**src/design/mcl_pkg.sv**
```systemverilog
// ----------------------------------------------------------------------------
// mcl_pkg
// Types, constants and the key loading function for the majority clocked
// three-register stream cipher.
// ----------------------------------------------------------------------------
package mcl_pkg;

  localparam int unsigned LEN_ONE     = 19;
  localparam int unsigned LEN_TWO     = 22;
  localparam int unsigned LEN_THREE   = 23;
  localparam int unsigned KEY_W       = 64;
  localparam int unsigned FRAME_W     = 22;
  localparam int unsigned DATA_W      = 8;
  localparam int unsigned BYTE_CLOCKS = 8;
  localparam int unsigned CFG_IDX_W   = 1;

  // majority clock bit positions
  localparam int unsigned CLK_ONE   = 8;
  localparam int unsigned CLK_TWO   = 10;
  localparam int unsigned CLK_THREE = 10;

  typedef enum logic {
    OP_START = 1'b0,
    OP_BYTE  = 1'b1
  } mcl_op_e;

  typedef enum logic [CFG_IDX_W-1:0] {
    CFG_KEY   = 1'b0,
    CFG_FRAME = 1'b1
  } mcl_cfg_e;

  typedef enum logic [1:0] {
    ST_IDLE,
    ST_WARM,
    ST_BYTE,
    ST_HOLD
  } mcl_state_e;

  typedef struct packed {
    logic load;
    logic step;
  } mcl_bank_ctl_t;

  // key bit i lands on bit len-1 - (i mod len), later bits win;
  // frame bits are then xored in on the same mapping
  function automatic logic [LEN_THREE-1:0] load_reg(input logic [KEY_W-1:0]   key,
                                                    input logic [FRAME_W-1:0] frame,
                                                    input int unsigned        len);
    logic [LEN_THREE-1:0] r;
    int unsigned          pos;
    r   = '0;
    pos = len - 1;
    for (int unsigned i = 0; i < KEY_W; i++) begin
      r[pos] = key[i];
      pos    = (pos == 0) ? len - 1 : pos - 1;
    end
    pos = len - 1;
    for (int unsigned i = 0; i < FRAME_W; i++) begin
      r[pos] = r[pos] ^ frame[i];
      pos    = (pos == 0) ? len - 1 : pos - 1;
    end
    return r;
  endfunction

endpackage

```
**src/design/mcl_if.sv**
```systemverilog
// ----------------------------------------------------------------------------
// mcl channel interfaces
// Valid/ready channels for input items, result items and register writes.
// ----------------------------------------------------------------------------
interface mcl_in_if
  import mcl_pkg::*;
();
  logic                valid;
  logic                ready;
  logic                operation;
  logic [DATA_W-1:0]   data_byte;

  modport source (output valid, output operation, output data_byte, input ready);
  modport sink   (input valid, input operation, input data_byte, output ready);
endinterface

interface mcl_out_if
  import mcl_pkg::*;
();
  logic                valid;
  logic                ready;
  logic [DATA_W-1:0]   result_byte;

  modport source (output valid, output result_byte, input ready);
  modport sink   (input valid, input result_byte, output ready);
endinterface

interface mcl_cfg_if
  import mcl_pkg::*;
();
  logic                 valid;
  logic                 ready;
  logic [CFG_IDX_W-1:0] index;
  logic [KEY_W-1:0]     data;

  modport source (output valid, output index, output data, input ready);
  modport sink   (input valid, input index, input data, output ready);
endinterface

```
**src/design/mcl_lfsr_bank.sv**
```systemverilog
// ----------------------------------------------------------------------------
// mcl_lfsr_bank
// The three shift registers with load and one majority clock per cycle while stepped.
// ----------------------------------------------------------------------------
module mcl_lfsr_bank
  import mcl_pkg::*;
(
  input  logic                 clk_i,
  input  logic                 rst_ni,
  input  mcl_bank_ctl_t        ctl_i,
  input  logic [KEY_W-1:0]     key_i,
  input  logic [FRAME_W-1:0]   frame_i,
  output logic                 ks_bit_o
);

  logic [LEN_ONE-1:0]   r1_q, r1_d, s1;
  logic [LEN_TWO-1:0]   r2_q, r2_d, s2;
  logic [LEN_THREE-1:0] r3_q, r3_d, s3;
  logic [LEN_THREE-1:0] ld1, ld2, ld3;
  logic                 a, b, c, maj;

  assign a   = r1_q[CLK_ONE];
  assign b   = r2_q[CLK_TWO];
  assign c   = r3_q[CLK_THREE];
  assign maj = (a & b) | (a & c) | (b & c);

  // one majority clock: shift toward bit 0, feedback into the top
  always_comb begin
    s1 = r1_q;
    s2 = r2_q;
    s3 = r3_q;
    if (a == maj) begin
      s1 = {r1_q[13] ^ r1_q[16] ^ r1_q[17] ^ r1_q[18], r1_q[LEN_ONE-1:1]};
    end
    if (b == maj) begin
      s2 = {r2_q[20] ^ r2_q[21], r2_q[LEN_TWO-1:1]};
    end
    if (c == maj) begin
      s3 = {r3_q[7] ^ r3_q[20] ^ r3_q[21] ^ r3_q[22], r3_q[LEN_THREE-1:1]};
    end
  end

  assign ld1 = load_reg(key_i, frame_i, LEN_ONE);
  assign ld2 = load_reg(key_i, frame_i, LEN_TWO);
  assign ld3 = load_reg(key_i, frame_i, LEN_THREE);

  always_comb begin
    r1_d = r1_q;
    r2_d = r2_q;
    r3_d = r3_q;
    if (ctl_i.load) begin
      r1_d = ld1[LEN_ONE-1:0];
      r2_d = ld2[LEN_TWO-1:0];
      r3_d = ld3;
    end else if (ctl_i.step) begin
      r1_d = s1;
      r2_d = s2;
      r3_d = s3;
    end
  end

  // keystream bit of the clock taken this cycle
  assign ks_bit_o = s1[LEN_ONE-1] ^ s2[LEN_TWO-1] ^ s3[LEN_THREE-1];

  always_ff @(posedge clk_i or negedge rst_ni) begin
    if (!rst_ni) begin
      r1_q <= '0;
      r2_q <= '0;
      r3_q <= '0;
    end else begin
      r1_q <= r1_d;
      r2_q <= r2_d;
      r3_q <= r3_d;
    end
  end

endmodule

```
**src/design/mcl_ctrl.sv**
```systemverilog
// ----------------------------------------------------------------------------
// mcl_ctrl
// Sequencer: warm-up and byte clock counts, keystream collection and the
// result register.
// ----------------------------------------------------------------------------
module mcl_ctrl
  import mcl_pkg::*;
#(
  parameter int unsigned WarmupClocks = 100
) (
  input  logic                clk_i,
  input  logic                rst_ni,
  input  logic                in_valid_i,
  output logic                in_ready_o,
  input  logic                in_operation_i,
  input  logic [DATA_W-1:0]   in_data_i,
  output logic                out_valid_o,
  input  logic                out_ready_i,
  output logic [DATA_W-1:0]   out_data_o,
  output mcl_bank_ctl_t       ctl_o,
  input  logic                ks_bit_i
);

  localparam int unsigned CntMax = (WarmupClocks > BYTE_CLOCKS) ? WarmupClocks : BYTE_CLOCKS;
  localparam int unsigned CntW   = $clog2(CntMax);

  mcl_state_e          state_q, state_d;
  logic [CntW-1:0]     cnt_q, cnt_d;
  logic [DATA_W-1:0]   ks_q, ks_d;
  logic [DATA_W-1:0]   data_q, data_d;
  logic [DATA_W-1:0]   out_data_q, out_data_d;
  logic                out_valid_q, out_valid_d;
  logic                accept, is_start, last, slot_free, out_load;
  logic [DATA_W-1:0]   ks_shift;

  assign accept    = in_valid_i && in_ready_o;
  assign is_start  = (mcl_op_e'(in_operation_i) == OP_START);
  assign last      = (cnt_q == '0);
  assign slot_free = !out_valid_q || out_ready_i;
  assign ks_shift  = {ks_bit_i, ks_q[DATA_W-1:1]};

  // next state
  always_comb begin
    state_d = state_q;
    case (state_q)
      ST_IDLE: begin
        if (accept) begin
          if (!is_start) begin
            state_d = ST_BYTE;
          end else if (WarmupClocks != 0) begin
            state_d = ST_WARM;
          end
        end
      end
      ST_WARM: begin
        if (last) state_d = ST_IDLE;
      end
      ST_BYTE: begin
        if (last) state_d = slot_free ? ST_IDLE : ST_HOLD;
      end
      ST_HOLD: begin
        if (slot_free) state_d = ST_IDLE;
      end
      default: state_d = ST_IDLE;
    endcase
  end

  // outputs of the sequencer
  always_comb begin
    in_ready_o = 1'b0;
    ctl_o      = '0;
    out_load   = 1'b0;
    out_data_d = out_data_q;
    case (state_q)
      ST_IDLE: begin
        in_ready_o = 1'b1;
        ctl_o.load = in_valid_i && is_start;
      end
      ST_WARM: begin
        ctl_o.step = 1'b1;
      end
      ST_BYTE: begin
        ctl_o.step = 1'b1;
        out_load   = last && slot_free;
        out_data_d = data_q ^ ks_shift;
      end
      ST_HOLD: begin
        out_load   = slot_free;
        out_data_d = data_q ^ ks_q;
      end
      default: begin
        in_ready_o = 1'b0;
      end
    endcase
  end

  always_comb begin
    cnt_d  = cnt_q;
    ks_d   = ks_q;
    data_d = data_q;
    if (accept) begin
      data_d = in_data_i;
      cnt_d  = is_start ? CntW'(WarmupClocks - 1) : CntW'(BYTE_CLOCKS - 1);
    end else if (ctl_o.step && !last) begin
      cnt_d = cnt_q - 1'b1;
    end
    if (state_q == ST_BYTE) begin
      ks_d = ks_shift;
    end
  end

  always_comb begin
    out_valid_d = out_valid_q;
    if (out_load) begin
      out_valid_d = 1'b1;
    end else if (out_ready_i) begin
      out_valid_d = 1'b0;
    end
  end

  always_ff @(posedge clk_i or negedge rst_ni) begin
    if (!rst_ni) begin
      state_q     <= ST_IDLE;
      cnt_q       <= '0;
      out_valid_q <= 1'b0;
    end else begin
      state_q     <= state_d;
      cnt_q       <= cnt_d;
      out_valid_q <= out_valid_d;
    end
  end

  always_ff @(posedge clk_i) begin
    ks_q       <= ks_d;
    data_q     <= data_d;
    if (out_load) out_data_q <= out_data_d;
  end

  assign out_valid_o = out_valid_q;
  assign out_data_o  = out_data_q;

  // a result only ever comes out of byte processing
  assert property (@(posedge clk_i) disable iff (!rst_ni)
    $rose(out_valid_q) |-> ($past(state_q) == ST_BYTE || $past(state_q) == ST_HOLD))
    else $error("result without a byte in progress");

  assert property (@(posedge clk_i) disable iff (!rst_ni)
    state_q == ST_BYTE |-> cnt_q <= CntW'(BYTE_CLOCKS - 1))
    else $error("byte clock count out of range");

  assert property (@(posedge clk_i) disable iff (!rst_ni)
    state_q == ST_HOLD |-> out_valid_q)
    else $error("holding a result with a free output slot");

  assert property (@(posedge clk_i) disable iff (!rst_ni)
    ctl_o.load |-> !ctl_o.step && state_q == ST_IDLE)
    else $error("register load outside idle");

endmodule

```
**src/design/majority_clocked_lfsr_stream_cipher.sv**
```systemverilog
// ----------------------------------------------------------------------------
// majority_clocked_lfsr_stream_cipher
// Three majority clocked shift registers; start items load key and frame and
// warm up, byte items are xored with eight keystream bits.
// ----------------------------------------------------------------------------
// byte item: one register clock per keystream bit, result registered after the last
//   one, next item accepted once the result is registered (later if the result waits)
// start item: load on acceptance, then busy with the warm-up clocks, no result
// one majority clock per cycle in the shared register bank while warming up or on a byte
// reset clears the registers, key and frame to zero and empties the output
// ----------------------------------------------------------------------------
module majority_clocked_lfsr_stream_cipher
  import mcl_pkg::*;
#(
  parameter int unsigned WARMUP_CLOCKS = 100
) (
  input  logic        clk_i,
  input  logic        rst_ni,
  mcl_in_if.sink      in_i,
  mcl_out_if.source   out_o,
  mcl_cfg_if.sink     cfg_i
);

  logic [KEY_W-1:0]   key_q, key_d;
  logic [FRAME_W-1:0] frame_q, frame_d;
  mcl_bank_ctl_t      bank_ctl;
  logic               ks_bit;

  assign cfg_i.ready = 1'b1;

  always_comb begin
    key_d   = key_q;
    frame_d = frame_q;
    if (cfg_i.valid) begin
      case (mcl_cfg_e'(cfg_i.index))
        CFG_KEY:   key_d   = cfg_i.data;
        CFG_FRAME: frame_d = cfg_i.data[FRAME_W-1:0];
        default:   key_d   = key_q;
      endcase
    end
  end

  always_ff @(posedge clk_i or negedge rst_ni) begin
    if (!rst_ni) begin
      key_q   <= '0;
      frame_q <= '0;
    end else begin
      key_q   <= key_d;
      frame_q <= frame_d;
    end
  end

  mcl_ctrl #(
    .WarmupClocks (WARMUP_CLOCKS)
  ) u_ctrl (
    .clk_i          (clk_i),
    .rst_ni         (rst_ni),
    .in_valid_i     (in_i.valid),
    .in_ready_o     (in_i.ready),
    .in_operation_i (in_i.operation),
    .in_data_i      (in_i.data_byte),
    .out_valid_o    (out_o.valid),
    .out_ready_i    (out_o.ready),
    .out_data_o     (out_o.result_byte),
    .ctl_o          (bank_ctl),
    .ks_bit_i       (ks_bit)
  );

  mcl_lfsr_bank u_bank (
    .clk_i    (clk_i),
    .rst_ni   (rst_ni),
    .ctl_i    (bank_ctl),
    .key_i    (key_q),
    .frame_i  (frame_q),
    .ks_bit_o (ks_bit)
  );

endmodule

```
**src/flat_wrapper.sv**
```systemverilog
// flat-port wrapper written by rule: the top's interface ports become plain ports
module majority_clocked_lfsr_stream_cipher_flat import mcl_pkg::*;
#(
  parameter int unsigned WARMUP_CLOCKS = 100
)
  (clk_i, rst_ni, in_i_valid, in_i_operation, in_i_data_byte, in_i_ready, out_o_valid, out_o_result_byte, out_o_ready, cfg_i_valid, cfg_i_index, cfg_i_data, cfg_i_ready);
  mcl_in_if in_i_i ();
  mcl_out_if out_o_i ();
  mcl_cfg_if cfg_i_i ();
  input  logic clk_i;
  input  logic rst_ni;
  input wire logic [$bits(in_i_i.valid)-1:0] in_i_valid;
  input wire logic [$bits(in_i_i.operation)-1:0] in_i_operation;
  input wire logic [$bits(in_i_i.data_byte)-1:0] in_i_data_byte;
  output wire logic [$bits(in_i_i.ready)-1:0] in_i_ready;
  output wire logic [$bits(out_o_i.valid)-1:0] out_o_valid;
  output wire logic [$bits(out_o_i.result_byte)-1:0] out_o_result_byte;
  input wire logic [$bits(out_o_i.ready)-1:0] out_o_ready;
  input wire logic [$bits(cfg_i_i.valid)-1:0] cfg_i_valid;
  input wire logic [$bits(cfg_i_i.index)-1:0] cfg_i_index;
  input wire logic [$bits(cfg_i_i.data)-1:0] cfg_i_data;
  output wire logic [$bits(cfg_i_i.ready)-1:0] cfg_i_ready;
  assign in_i_i.valid = in_i_valid;
  assign in_i_i.operation = in_i_operation;
  assign in_i_i.data_byte = in_i_data_byte;
  assign in_i_ready = in_i_i.ready;
  assign out_o_valid = out_o_i.valid;
  assign out_o_result_byte = out_o_i.result_byte;
  assign out_o_i.ready = out_o_ready;
  assign cfg_i_i.valid = cfg_i_valid;
  assign cfg_i_i.index = cfg_i_index;
  assign cfg_i_i.data = cfg_i_data;
  assign cfg_i_ready = cfg_i_i.ready;
  majority_clocked_lfsr_stream_cipher #(.WARMUP_CLOCKS(WARMUP_CLOCKS)) u_core (.clk_i(clk_i), .rst_ni(rst_ni), .in_i(in_i_i), .out_o(out_o_i), .cfg_i(cfg_i_i));
endmodule
```
**config.mk**
```make
export PLATFORM = sky130hd
export DESIGN_NAME = majority_clocked_lfsr_stream_cipher_flat
export DESIGN_NICKNAME = d
export VERILOG_FILES = /design/src/design/mcl_pkg.sv /design/src/design/mcl_if.sv /design/src/design/mcl_lfsr_bank.sv /design/src/design/mcl_ctrl.sv /design/src/design/majority_clocked_lfsr_stream_cipher.sv /design/src/flat_wrapper.sv
export SDC_FILE = /design/constraint.sdc
export NUM_CORES = 1
export LEC_CHECK = 0
export ABC_AREA = 1
export BUFFER_PORTS_ARGS = -buffer_cell sky130_fd_sc_hd__buf_2
export CORE_MARGIN = 1.5
export CORE_UTILIZATION = 57
export DETAILED_ROUTE_END_ITERATION = 16
export GPL_ROUTABILITY_DRIVEN = 1
export PLACE_DENSITY = 0.89
export SLEW_MARGIN = 10
export SYNTH_ARGS = -nofsm -noshare
export SYNTH_HDL_FRONTEND = slang
export SYNTH_SLANG_ARGS = --single-unit
```
**constraint.sdc**
```tcl
create_clock -name clk_i -period 2.3 [get_ports clk_i]
set_input_delay 0.115 -clock clk_i [delete_from_list [all_inputs] [get_ports clk_i]]
set_output_delay 0.115 -clock clk_i [all_outputs]
set_load 0.005 [all_outputs]
```
* Yosys cells after proc, flatten, opt, wreduce, memory -nomap -nowiden
Cells that the tools add are included.
Storage, ports and cells: bits in registers 184, input bits 79, output and inout port bits 11, logic and storage cells 159
Cells by class: add/subtract/negate cells 1, equal/unequal tests 10, multiplexer cells 26, bitwise operators 84, reduce and logical (&&, ||, !) cells 24
Operator list (count):
- $xor A1 B1 Y1 | 75
- $mux W23 | 3
- $mux W22 | 3
- $mux W19 | 3
- $mux W7 | 3
- $pmux W8 S2 | 1
- $xor A8 B8 Y8 | 2
- $reduce_bool A2 Y1 | 7
- $mux W2 | 6
- $reduce_and A2 Y1 | 6
- $ne A2 B2 Y1 const B | 4
- $pmux W2 S4 | 1
- $logic_not A7 Y1 | 1
- $sub A7 B1 Y7 const B | 1
- $mux W1 | 5
- $eq A2 B2 Y1 const B | 2
- $logic_and A1 B1 Y1 | 4
- $reduce_and A4 Y1 | 1
- $and A1 B1 Y1 | 3
- $eq A1 B1 Y1 | 3
- $eq A2 B1 Y1 const B | 1
- $logic_not A1 Y1 | 2
- $logic_not A2 Y1 | 1
- $not A1 Y1 | 2
- 4 further kinds | 5

* Longest topological paths before layout
Gate-level depths: netlist (run 1).
word-level depth 9, gate-level depth with buffers 14, gate-level depth less buffers 14

* By module
A second synthesis (run 1) with hierarchy kept.
Unflattened totals: cell total of the unflattened synthesis 847, area, all modules 7454.6 um^2
Modules (own cells, without submodules):
- majority_clocked_lfsr_stream_cipher | instances 1, cells each 376, area each 3443.3 um^2, seq. area each 2152.1 um^2
- mcl_lfsr_bank | instances 1, cells each 324, area each 2379.8 um^2, seq. area each 975.9 um^2
- mcl_ctrl | instances 1, cells each 147, area each 1631.6 um^2, seq. area each 970.9 um^2

* Worst setup path before layout (run 1)
Ideal clock, no wire load.
kind register to register, start point register u_core.u_bank.r2_q[10], end point register u_core.u_ctrl.out_data_q[7], in the netlist u_core.u_ctrl.out_data_o[7] (data pin), setup time 0.252 ns, arrival 1.531 ns, data required time 2.048 ns, slack 0.517 ns, cell stages (with the launch flop) 12, path buffers 0, period minus slack after synthesis 1.783 ns, cells stage by stage dfrtp_1 > o21ai_2 > nand2_1 > ha_1 > inv_1 > nand4_1 > nand2_1 > nand3_1 > nand3_2 > nand2_1 > nand2_1 > nand2_1
Between the ends: cells in the longest elaborated chain, start to end 9, elaborated cells between the ends (all ways) 14, classes of those cells eq/ne: 3; mux: 4; bitwise: 7
RTL lines:
- start, declared | RTL line mcl_lfsr_bank.sv:17 | logic [LEN_TWO-1:0] r2_q, r2_d, s2;
- start signal, assigned | RTL line mcl_lfsr_bank.sv:72 | r2_q <= r2_d;
- $and A1 B1 Y1 | RTL line mcl_lfsr_bank.sv:25 | assign maj = (a & b) | (a & c) | (b & c);
- $or A1 B1 Y1 (2 in series) | RTL line mcl_lfsr_bank.sv:25
- $eq A1 B1 Y1 (on tied branches) | RTL line mcl_lfsr_bank.sv:32, mcl_lfsr_bank.sv:35
- $mux W19 or $mux W22 (tied branches) | RTL line mcl_lfsr_bank.sv:32, mcl_lfsr_bank.sv:35
- $xor A1 B1 Y1 | RTL line mcl_lfsr_bank.sv:63 | assign ks_bit_o = s1[LEN_ONE-1] ^ s2[LEN_TWO-1] ^ s3[LEN_THREE-1];
- $xor A1 B1 Y1 (*) | RTL line mcl_lfsr_bank.sv:63
- $xor A8 B8 Y8 (*) | RTL line mcl_ctrl.sv:85 | out_data_d = data_q ^ ks_shift;
- $pmux W8 S2 (*) | RTL line mcl_ctrl.sv:74 | case (state_q)
- net u_core.u_ctrl.out_data_d[7] | RTL line mcl_ctrl.sv:31 | logic [DATA_W-1:0] out_data_q, out_data_d;
- end signal, assigned | RTL line mcl_ctrl.sv:136 | if (out_load) out_data_q <= out_data_d;
- end, declared | RTL line mcl_ctrl.sv:31
The timed path passes the listed nets; every way through them passes the cells marked *. The select of a mux whose other input is x is not followed. A chain may end at the register's enable or synchronous reset.

* Worst setup path after layout (run 1)
start point register u_core.u_ctrl.state_q[0], end point register u_core.u_bank.r2_q[18]
Between the ends: cells in the longest elaborated chain, start to end 5, elaborated cells between the ends (all ways) 10, classes of those cells eq/ne: 2; mux: 3; reduce/logical: 5
RTL lines:
- start, declared | RTL line mcl_ctrl.sv:27 | mcl_state_e state_q, state_d;
- start signal, assigned | RTL line mcl_ctrl.sv:127 | state_q <= state_d;
- $eq A2 B2 Y1 or $eq A2 B1 Y1 (tied branches) | RTL line mcl_ctrl.sv:74
- $reduce_or A2 Y1 (no source line)
- $mux W1 | RTL line mcl_ctrl.sv:74
- $reduce_bool A2 Y1 (no source line)
- $reduce_and A2 Y1 (no source line)
Parallel ways exist; a longest one is shown, timed or not.

==> flow_summary_export.csv, run 1 <==
group,metric,value,unit
logic_synthesis,yosysWarnings,0,
critical_path,worstPathRequired,2.57,ns
logic_synthesis,ys_seq_elements,112,
critical_path,crit_path_cell_trace,"inv_1, ha_1, nand2_2, nor2_8, buf_4, o21ai_4, clkinv_2, nor2_1, a31oi_1",
detailed_routing,drcViolationCount,0,
critical_path,crit_arrival,2.47,ns
sta,worstMarginPinSlew,0.9441,ns
detailed_routing,viasPerCell,5.615,
placed_design,dp_hpwl,8641,um
logic_synthesis,synth_area_leaders,"dfrtp_1 39%, edfxtp_1 13%, nand2_1 6.2%",
cells_and_area,syn_to_final_growth,19.38,%
logic_synthesis,synth_top_family_by_area,"simple AND/OR/NAND/NOR gates",
cts,cts_buffers,9,
detailed_routing,vias,4531,
die,die_h,102.0,um
die,rows,35,
logic_synthesis,synth_compound_area_frac,0.1063,
cts,clk_pin_slew_worst_paths,0.11,ns
detailed_routing,routed_wl,13720,um
detailed_routing,post_drt_wl_per_cell,17.00,um
sta,fin_crit,2.202,ns
critical_path,path_buf_inv,3,
logic_synthesis,synth_seq_area_share,0.5227,
die,dieArea,0.01041,mm2
grt,grt_pass1_vias,4610,
detailed_routing,initialDrtViolationCount,343,
cells_and_area,antenna_cells,0,
critical_path,critical-path-max-stage-delay,0.40,ns
placed_design,port_buffers,63,
critical_path,slowest_stage,"dfrtp_1",
cts,cts_max_level,3,
cells_and_area,post-route-util,0.7123,
critical_path,cp_max_fo,13,
logic_synthesis,yosys.area_share.adder,0.01566,
grt,gr-total-overflow,0,
cts,clk_latency,0.39,ns
logic_synthesis,synth_simple_gate_area_frac,0.1633,
cts,clock-sinks,112,
placed_design,routabilityCongestion,0.8393,
logic_synthesis,syn_area_per_cell,9.932,um2
cts,cts_root_buffer,"clkbuf_8",
sta,setup_viol,0,
grt,grt_pass1_wl,22300,um
die,core_area,0.009371,mm2
critical_path,crit_path_end_kind,"flip-flop",
power_and_ir_drop,power.density,1217,mW/mm2
logic_synthesis,synth_area,0.005592,mm2
sta,hold_viol_final,0,
logic_synthesis,synth-xor-area-share,0.06735,
power_and_ir_drop,p_leak,3.080,nW
critical_path,rrSetupSlack,0.1,ns
die,die-width,102.0,um
run,maxCapViolations,0,
logic_synthesis,syn_nets,649,
worst_hold_path,hp-class,"in -> reg",
cells_and_area,drive_above_1_share,0.2316,
sta,final.setup_skew,0.02008,ns
logic_synthesis,synthCells,563,
grt,track_usage,0.2824,
cells_and_area,layout_common_cells,"93 x nand2_1, 88 x dfrtp_1, 62 x buf_2, 49 x inv_1, 46 x dlygate4sd3_1",
die,start_util,0.5967,
sta,fin_setup_tns,0,ns
logic_synthesis,yosysTopAreaCell,"dfrtp_1",
cells_and_area,final_common_cell,"nand2_1",
sta,min_period_over_period,0.9572,
detailed_routing,drtAntennaViolNets,0,
placed_design,place_ws,0.1602,ns
cts,cts_tree,"built",
detailed_routing,drt-pass1-iter-count,5,
sta,slew_viol_final,0,
grt,grt_max_degree,55,
power_and_ir_drop,ir_drop,0.5774,mV
grt,antenna_found_initial,0,
logic_synthesis,synthDistinctLibCells,41,
cts,cts_buffer_depth,2,
sta,max_freq,454.2,MHz
die,io_pins,90,
logic_synthesis,synthMuxAreaShare,0.06243,
critical_path,cp-start-kind,"flip-flop",
critical_path,critPathTopFamily,"buffers and inverters",
cells_and_area,nets,759,
critical_path,crit_type,"reg -> reg",
sta,slew_headroom,0.3691,
logic_synthesis,synth_top_area_frac,0.3938,
sta,setup_ws,0.09838,ns
power_and_ir_drop,totalPowerFinal,8.122,mW
outcome,status,"completed",
tightest hold or removal path: cells and delay by family:
kind                   cells  cell delay (ns)
AO/OA/AOI/OAI              1             0.11
buffers and inverters      1             0.08
AND/OR/NAND/NOR            1             0.04
synthesized netlist by cell type (all sizes together):
cell,count
o22ai,3
nor3b,2
inv,54
nand3,45
nor3,3
buf,18
mux2,31
or2,2
o221ai,2
edfxtp,24
conb,1
ha,7
o311ai,1
nand4,3
nor2,34
a21oi,18
o21ai,59
clkbuf,2
dfrtp,88
xor2,25
xnor2,18
a31oi,18
nand2,104
clkinv,1
stage by stage:
stage / hold slack, ns / instance area (um2) / cells
floorplan: -0.1806 / 5592 / 563
global route: 0.01080 / 6675 / 807
CTS: 0.004075 / 6648 / 804
detailed placement: 0.1114 / 6005 / 742
global placement: 0.09926 / 6005 / 742
finish: 0.005685 / 6675 / 807
power breakdown:
part | internal, mW | switching [mW]
combinational | 1.39 | 2.35
clock | 0.425 | 0.702
sequential | 2.78 | 0.476
total | 4.59 | 3.53
flip-flops by register name (all words and copies together), names as in the netlist:
| signal | count |
|---|---|
| u_core.u_bank.r1_q | 11 |
| u_core.u_ctrl.cnt_q | 7 |
| u_core.u_bank.r2_q | 12 |
| u_core.frame_q | 19 |
| u_core.u_ctrl.out_data_o | 8 |
| u_core.u_ctrl.out_valid_o | 1 |
| u_core.u_ctrl.state_q | 2 |
| u_core.u_ctrl.data_q | 8 |
| u_core.key_q | 20 |
| u_core.u_bank.r3_q | 16 |
| u_core.u_ctrl.ks_q | 8 |
cell type report:
class,count,area [um2]
Sequential cell,112,2923
Inverter,55,212.7
Clock buffer,10,131.4
Tap cell,129,161.4
Timing Repair Buffer,119,865.8
Fill cell,637,2696
Multi-Input combinational cell,376,2330
Clock inverter,6,51.30
metal layers:
layer | global-route usage | share of wire
met5 | 0 | 0
met4 | 0.1401 | 0.048
met2 | 0.5150 | 0.52
met1 | 0.3211 | 0.37
met3 | 0.04446 | 0.061
cell families after synthesis:
| logic type | after synthesis |
|---|---|
| other cells | 1 |
| xor+xnor | 43 |
| simple gates | 193 |
| fa+ha+maj | 7 |
| buf+inv | 75 |
| flops | 112 |
| mux | 31 |
| compound gates | 101 |
what timing repair did:
action,CTS,global route
gates resized for setup,0,1
endpoints found under the hold margin,79,0
setup buffers,0,3
hold buffers,46,0
endpoints found under the setup margin,0,8
path summary, 6_finish.rpt:
kind / end / cells past startpoint / startpoint
setup / recovery: u_core.u_bank.r2_q[18] / 9 / u_core.u_ctrl.state_q[0]
hold / removal: u_core.frame_q[7] / 3 / cfg_i_data[7]
setup reg to reg: u_core.u_bank.r2_q[18] / 9 / u_core.u_ctrl.state_q[0]
hold reg to reg: u_core.u_ctrl.ks_q[2] / 0 / u_core.u_ctrl.ks_q[3]
max in group asynchronous: u_core.u_bank.r1_q[9] / 3 / rst_ni
min in group asynchronous: u_core.frame_q[9] / 2 / rst_ni
Power figures use the tool's default switching activity.
==> run 2: changes to the inputs <==
==> constraint.sdc (replaced) <==
create_clock -name clk_i -period 2.14 [get_ports clk_i]
set_input_delay 0.107 -clock clk_i [delete_from_list [all_inputs] [get_ports clk_i]]
set_output_delay 0.107 -clock clk_i [all_outputs]
set_load 0.005 [all_outputs]
==> flow_summary_export.csv, run 2 (synthesis results as in run 1) <==
group,metric,value,unit
detailed_routing,drt-pass1-iter-count,5,
sta,hold_viol_final,0,
cts,cts_buffers,9,
sta,slew_viol_final,0,
power_and_ir_drop,p_leak,3.103,nW
grt,grt_max_degree,46,
die,core_area,0.009371,mm2
cells_and_area,largest_reg_flops,20,
sta,final.setup_skew,0.02426,ns
grt,grt_pass1_vias,4673,
cts,clk_latency,0.40,ns
sta,rsz0062_at_grt,"true",
grt,gr-total-overflow,0,
placed_design,dp_cells,749,
cells_and_area,final-instance-count-excl-fill,813,
power_and_ir_drop,ir_drop,0.6775,mV
die,die_h,102.0,um
die,die-width,102.0,um
detailed_routing,drtAntennaViolNets,0,
detailed_routing,vias,4525,
cts,cts_max_level,3,
power_and_ir_drop,power.density,1310,mW/mm2
critical_path,worstPathRequired,2.44,ns
sta,min_period_over_period,0.9409,
sta,max_freq,496.6,MHz
critical_path,crit_arrival,2.31,ns
placed_design,routabilityCongestion,0.9057,
critical_path,crit_path_end_kind,"flip-flop",
cts,cts_tree,"built",
cells_and_area,fillCellCount,644,
cts,clk_pin_slew_worst_paths,0.12,ns
critical_path,rrSetupSlack,0.13,ns
cts,cts_buffer_depth,2,
cts,clock-sinks,112,
cells_and_area,layout_common_cells,"93 x nand2_1, 88 x dfrtp_1, 62 x buf_2, 48 x inv_1, 48 x dlygate4sd3_1",
sta,fin_crit,2.014,ns
die,io_pins,90,
cells_and_area,nets,765,
grt,antenna_found_initial,0,
cells_and_area,top_regs,"u_core.key_q: 20 flops, u_core.frame_q: 19 flops, u_core.u_bank.r3_q: 16 flops",
cells_and_area,syn_to_final_growth,20.25,%
cells_and_area,final_common_cell,"nand2_1",
detailed_routing,post_drt_wl_per_cell,16.83,um
detailed_routing,drcViolationCount,0,
power_and_ir_drop,totalPowerFinal,8.805,mW
critical_path,crit_type,"reg -> reg",
sta,setup_viol,0,
grt,track_usage,0.2855,
cts,cts_root_buffer,"clkbuf_8",
outcome,status,"completed",
worst_hold_path,hp-class,"in -> reg",
critical_path,cp-start-kind,"flip-flop",
run,maxCapViolations,0,
die,start_util,0.5967,
critical_path,cp_max_fo,22,
placed_design,port_buffers,63,
sta,worstMarginPinSlew,0.8845,ns
die,dieArea,0.01041,mm2
detailed_routing,initialDrtViolationCount,319,
detailed_routing,viasPerCell,5.566,
cells_and_area,antenna_cells,0,
cells_and_area,drive_above_1_share,0.2368,
cts,post_cts_buffers,0,
detailed_routing,routed_wl,13680,um
grt,grt_pass1_wl,22530,um
die,rows,35,
cells_and_area,regMostFlops,"u_core.key_q",
placed_design,dp_hpwl,8765,um
sta,slew_headroom,0.4089,
run 2: final cells by class:
cell class              count  area (um2)  share of cell area
clock buffers               9       123.9             0.01842
clock inverters             7       73.82             0.01098
inverters                  55       214.0             0.03182
multi-input cells         376        2325              0.3457
flip-flops and latches    112        2923              0.4347
well taps                 129       161.4             0.02400
repair buffers            125       903.4              0.1344
run 2: final timing paths:
kind                                          start                   endpoint  depth (start not counted)
max                        u_core.u_ctrl.state_q[0]     u_core.u_bank.r3_q[15]                          8
min                                     out_o_ready  u_core.u_ctrl.out_valid_o                          4
max reg2reg                u_core.u_ctrl.state_q[0]     u_core.u_bank.r3_q[15]                          8
min reg2reg                   u_core.u_ctrl.ks_q[5]      u_core.u_ctrl.ks_q[4]                          0
max in group asynchronous                    rst_ni     u_core.u_bank.r2_q[11]                          3
min in group asynchronous                    rst_ni         u_core.frame_q[19]                          2
run 2: what timing repair did:
| action | CTS | global route |
|---|---|---|
| setup endpoints to repair | 0 | 5 |
| gates resized for setup | 0 | 2 |
| endpoints found under the hold margin | 89 | 0 |
| hold buffers | 48 | 0 |
run 2: routing by layer:
layer	global-route usage	up-vias	wire length, um
li1	-	2105	-
met1	0.3347	2159	5252
met2	0.4972	216	6978
met3	0.06224	45	899
met4	0.1401	0	549
met5	0	-	0
run 2: stage by stage:
step	hold WS [ns]	instance area (um2)	setup slack, ns	utilization	setup TNS, ns
2_1_floorplan	-0.1886	5592	0.3567	-	0
3_3_place_gp	0.1462	6045	0.2279	0.6450	0
3_5_place_dp	0.1474	6045	0.1723	0.6450	0
4_1_cts	0.006628	6723	0.1536	0.7174	0
5_1_grt	0.07867	6724	-0.01492	0.7175	-0.01492
6_report	0.01732	6724	0.1264	0.7175	0
run 2: critical path: stages, from the launching register on:
cell     delay [ns]
dfrtp_1        0.42
inv_1          0.11
ha_1           0.25
nand2_2        0.18
nor2_8         0.20
inv_6          0.12
nand2_2        0.29
nor2_1         0.11
a31oi_1        0.24
run 2: report_power, final:
group / total (mW) / internal (mW) / switching (mW)
Sequential: 3.50 / 2.98 / 0.515
Clock: 1.28 / 0.465 / 0.820
Combinational: 4.02 / 1.53 / 2.49
==> run 3: changes to the inputs <==
--- a/config.mk
+++ b/config.mk
@@ -7,11 +7,10 @@
 export LEC_CHECK = 0
 export ABC_AREA = 1
 export BUFFER_PORTS_ARGS = -buffer_cell sky130_fd_sc_hd__buf_2
-export CORE_MARGIN = 1.5
-export CORE_UTILIZATION = 57
+export CORE_UTILIZATION = 51
 export DETAILED_ROUTE_END_ITERATION = 16
 export GPL_ROUTABILITY_DRIVEN = 1
-export PLACE_DENSITY = 0.89
+export PLACE_DENSITY = 0.85
 export SLEW_MARGIN = 10
 export SYNTH_ARGS = -nofsm -noshare
 export SYNTH_HDL_FRONTEND = slang
==> constraint.sdc (replaced) <==
create_clock -name clk_i -period 1.7 [get_ports clk_i]
set_input_delay 0.085 -clock clk_i [delete_from_list [all_inputs] [get_ports clk_i]]
set_output_delay 0.085 -clock clk_i [all_outputs]
set_load 0.005 [all_outputs]
==> flow_summary_export.csv, run 3 (synthesis results as in run 1) <==
group,metric,value,unit
outcome,status,"complete, but fails checks",
outcome,violations,"setup timing",
sta,fin_crit,1.891,ns
critical_path,worst_path_most_repeated_cell,"nand2_1",
critical_path,slowest_stage,"dfrtp_1",
cells_and_area,drive_above_1_share,0.3659,
critical_path,critical-path-max-stage-delay,0.44,ns
die,start_util,0.5344,
die,io_pins,90,
detailed_routing,post_drt_wl_per_cell,17.78,um
power_and_ir_drop,totalPowerFinal,14.06,mW
grt,antenna_found_initial,0,
sta,setup_viol,23,
sta,hold_viol_final,0,
critical_path,crit_arrival,2.04,ns
detailed_routing,initialDrtViolationCount,353,
grt,grt_pass1_vias,4706,
cells_and_area,antenna_cells,0,
cells_and_area,fin_area,0.007697,mm2
sta,min_period_over_period,1.113,
placed_design,port_buffers,63,
critical_path,critPathTopFamily,"simple AND/OR/NAND/NOR gates",
cells_and_area,nets,819,
critical_path,path_buf_inv,1,
run,maxCapViolations,0,
worst_hold_path,hp-class,"in -> reg",
power_and_ir_drop,ir_drop,1.093,mV
sta,max_freq,528.7,MHz
detailed_routing,viasPerCell,5.574,
power_and_ir_drop,power.density,1826,mW/mm2
critical_path,r2r_cells,12,
cells_and_area,final_common_cell,"dfrtp_1",
sta,rsz0062_at_grt,"true",
critical_path,worstPathRequired,1.85,ns
sta,worstMarginPinSlew,0.5610,ns
cells_and_area,top_regs,"u_core.key_q: 20 flops, u_core.frame_q: 19 flops, u_core.u_bank.r3_q: 16 flops",
detailed_routing,drtAntennaViolNets,0,
die,rows,37,
grt,grt_pass1_wl,21800,um
grt,track_usage,0.2495,
cts,cts_buffers,9,
worst_hold_path,holdPathStages,4,
cells_and_area,regMostFlops,"u_core.key_q",
critical_path,cp_max_fo,4,
placed_design,dp_hpwl,8965,um
detailed_routing,drt-pass1-iter-count,5,
cts,clk_latency,0.40,ns
cells_and_area,layout_common_cells,"88 x dfrtp_1, 80 x nand2_1, 62 x buf_2, 48 x dlygate4sd3_1, 43 x buf_4",
cts,cts_root_buffer,"clkbuf_8",
sta,slew_viol_final,0,
cts,cts_max_level,3,
sta,slew_headroom,0.6260,
critical_path,crit_type,"reg -> reg",
cts,cts_buffer_depth,2,
cts,clock-sinks,112,
placed_design,routabilityCongestion,0.8577,
cells_and_area,largest_reg_flops,20,
die,core_area,0.01046,mm2
placed_design,placed_area,0.006241,mm2
grt,grt_max_degree,40,
cells_and_area,syn_to_final_growth,37.66,%
critical_path,crit_path_end_kind,"flip-flop",
die,die-width,106.7,um
detailed_routing,vias,4872,
power_and_ir_drop,p_leak,3.489,nW
grt,gr-total-overflow,0,
die,dieArea,0.01139,mm2
detailed_routing,routed_wl,15540,um
critical_path,crit_path_cell_trace,"o21ai_2, nand2_1, ha_4, inv_4, nand3_2, nand2_2, nand2_2, nand3_2, nand3_2, nand2_1, nand2_1, nand2_1",
cts,cts_tree,"built",
cells_and_area,post-route-util,0.7357,
sta,whs,0.01003,ns
critical_path,cp-start-kind,"flip-flop",
critical_path,cp.depth,12,
cts,clk_pin_slew_worst_paths,0.11,ns
die,die_h,106.7,um
sta,final.setup_skew,0.01967,ns
sta,fin_setup_tns,-1.747,ns
sta,setup_ws,-0.1914,ns
detailed_routing,drcViolationCount,0,
[run 3: cell count changes in the layout (fill, tap and decap cells not counted), sizes merged]
cell,change
bufinv,+1
inv,-1
clkbuf,+2
clkinvlp,+1
buf,+50
clkinv,+1
[run 3: worst min-delay path, delay by kind of cell]
kind,cells,cell delay (ns)
buffers and inverters,2,0.16
and+or+nand+nor,2,0.12
[run 3: area by class of cell]
class                      count  area (um2)
clock buffer                  10       127.6
clock inverter                 6       83.83
fill                         659        2765
inverter                      55       240.2
multi-input combinational    376        2651
sequential                   112        2923
tap                          136       170.2
timing repair buffer         176        1479
timing repair inverter         3       22.52
[run 3: timing repair]
action | in CTS | in global routing
cloned | 1 | 5
hold buffers | 48 | 0
setup endpoints to repair | 46 | 43
buffers inserted | 9 | 22
endpoints found under the hold margin | 83 | 0
resized for setup | 19 | 98
pin swaps | 6 | 18
[run 3: final timing paths]
check,endpoint,slack [ns],start
min in group asynchronous,u_core.frame_q[9],0.20,rst_ni
min,u_core.u_ctrl.out_valid_o,0.01,out_o_ready
max,u_core.u_ctrl.out_data_o[7],-0.19,u_core.u_bank.r3_q[10]
min reg2reg,u_core.u_ctrl.ks_q[2],0.46,u_core.u_ctrl.ks_q[3]
max in group asynchronous,u_core.u_ctrl.state_q[0],0.84,rst_ni
max reg2reg,u_core.u_ctrl.out_data_o[7],-0.19,u_core.u_bank.r3_q[10]
[run 3: power by group]
| group | leakage, nW | switching (mW) | internal, mW | total, mW |
|---|---|---|---|---|
| logic | 2.10 | 4.35 | 3.53 | 7.88 |
| clock network | 0.107 | 1.00 | 0.722 | 1.73 |
| registers | 1.28 | 0.702 | 3.76 | 4.46 |
[run 3: per-stage QoR]
stage	setup WS (ns)	instances
floorplan	-0.05226	563
global placement	-0.05098	774
detailed placement	-0.1372	774
CTS	-0.1376	848
global route	-0.2894	874
finish	-0.1914	874
[run 3: layer usage]
layer,vias up,global-route usage,part of all wire
li1,2223,-,-
met1,2374,0.2828,0.38
met2,224,0.4576,0.52
met3,51,0.06018,0.061
met4,0,0.08317,0.039
met5,-,0,0
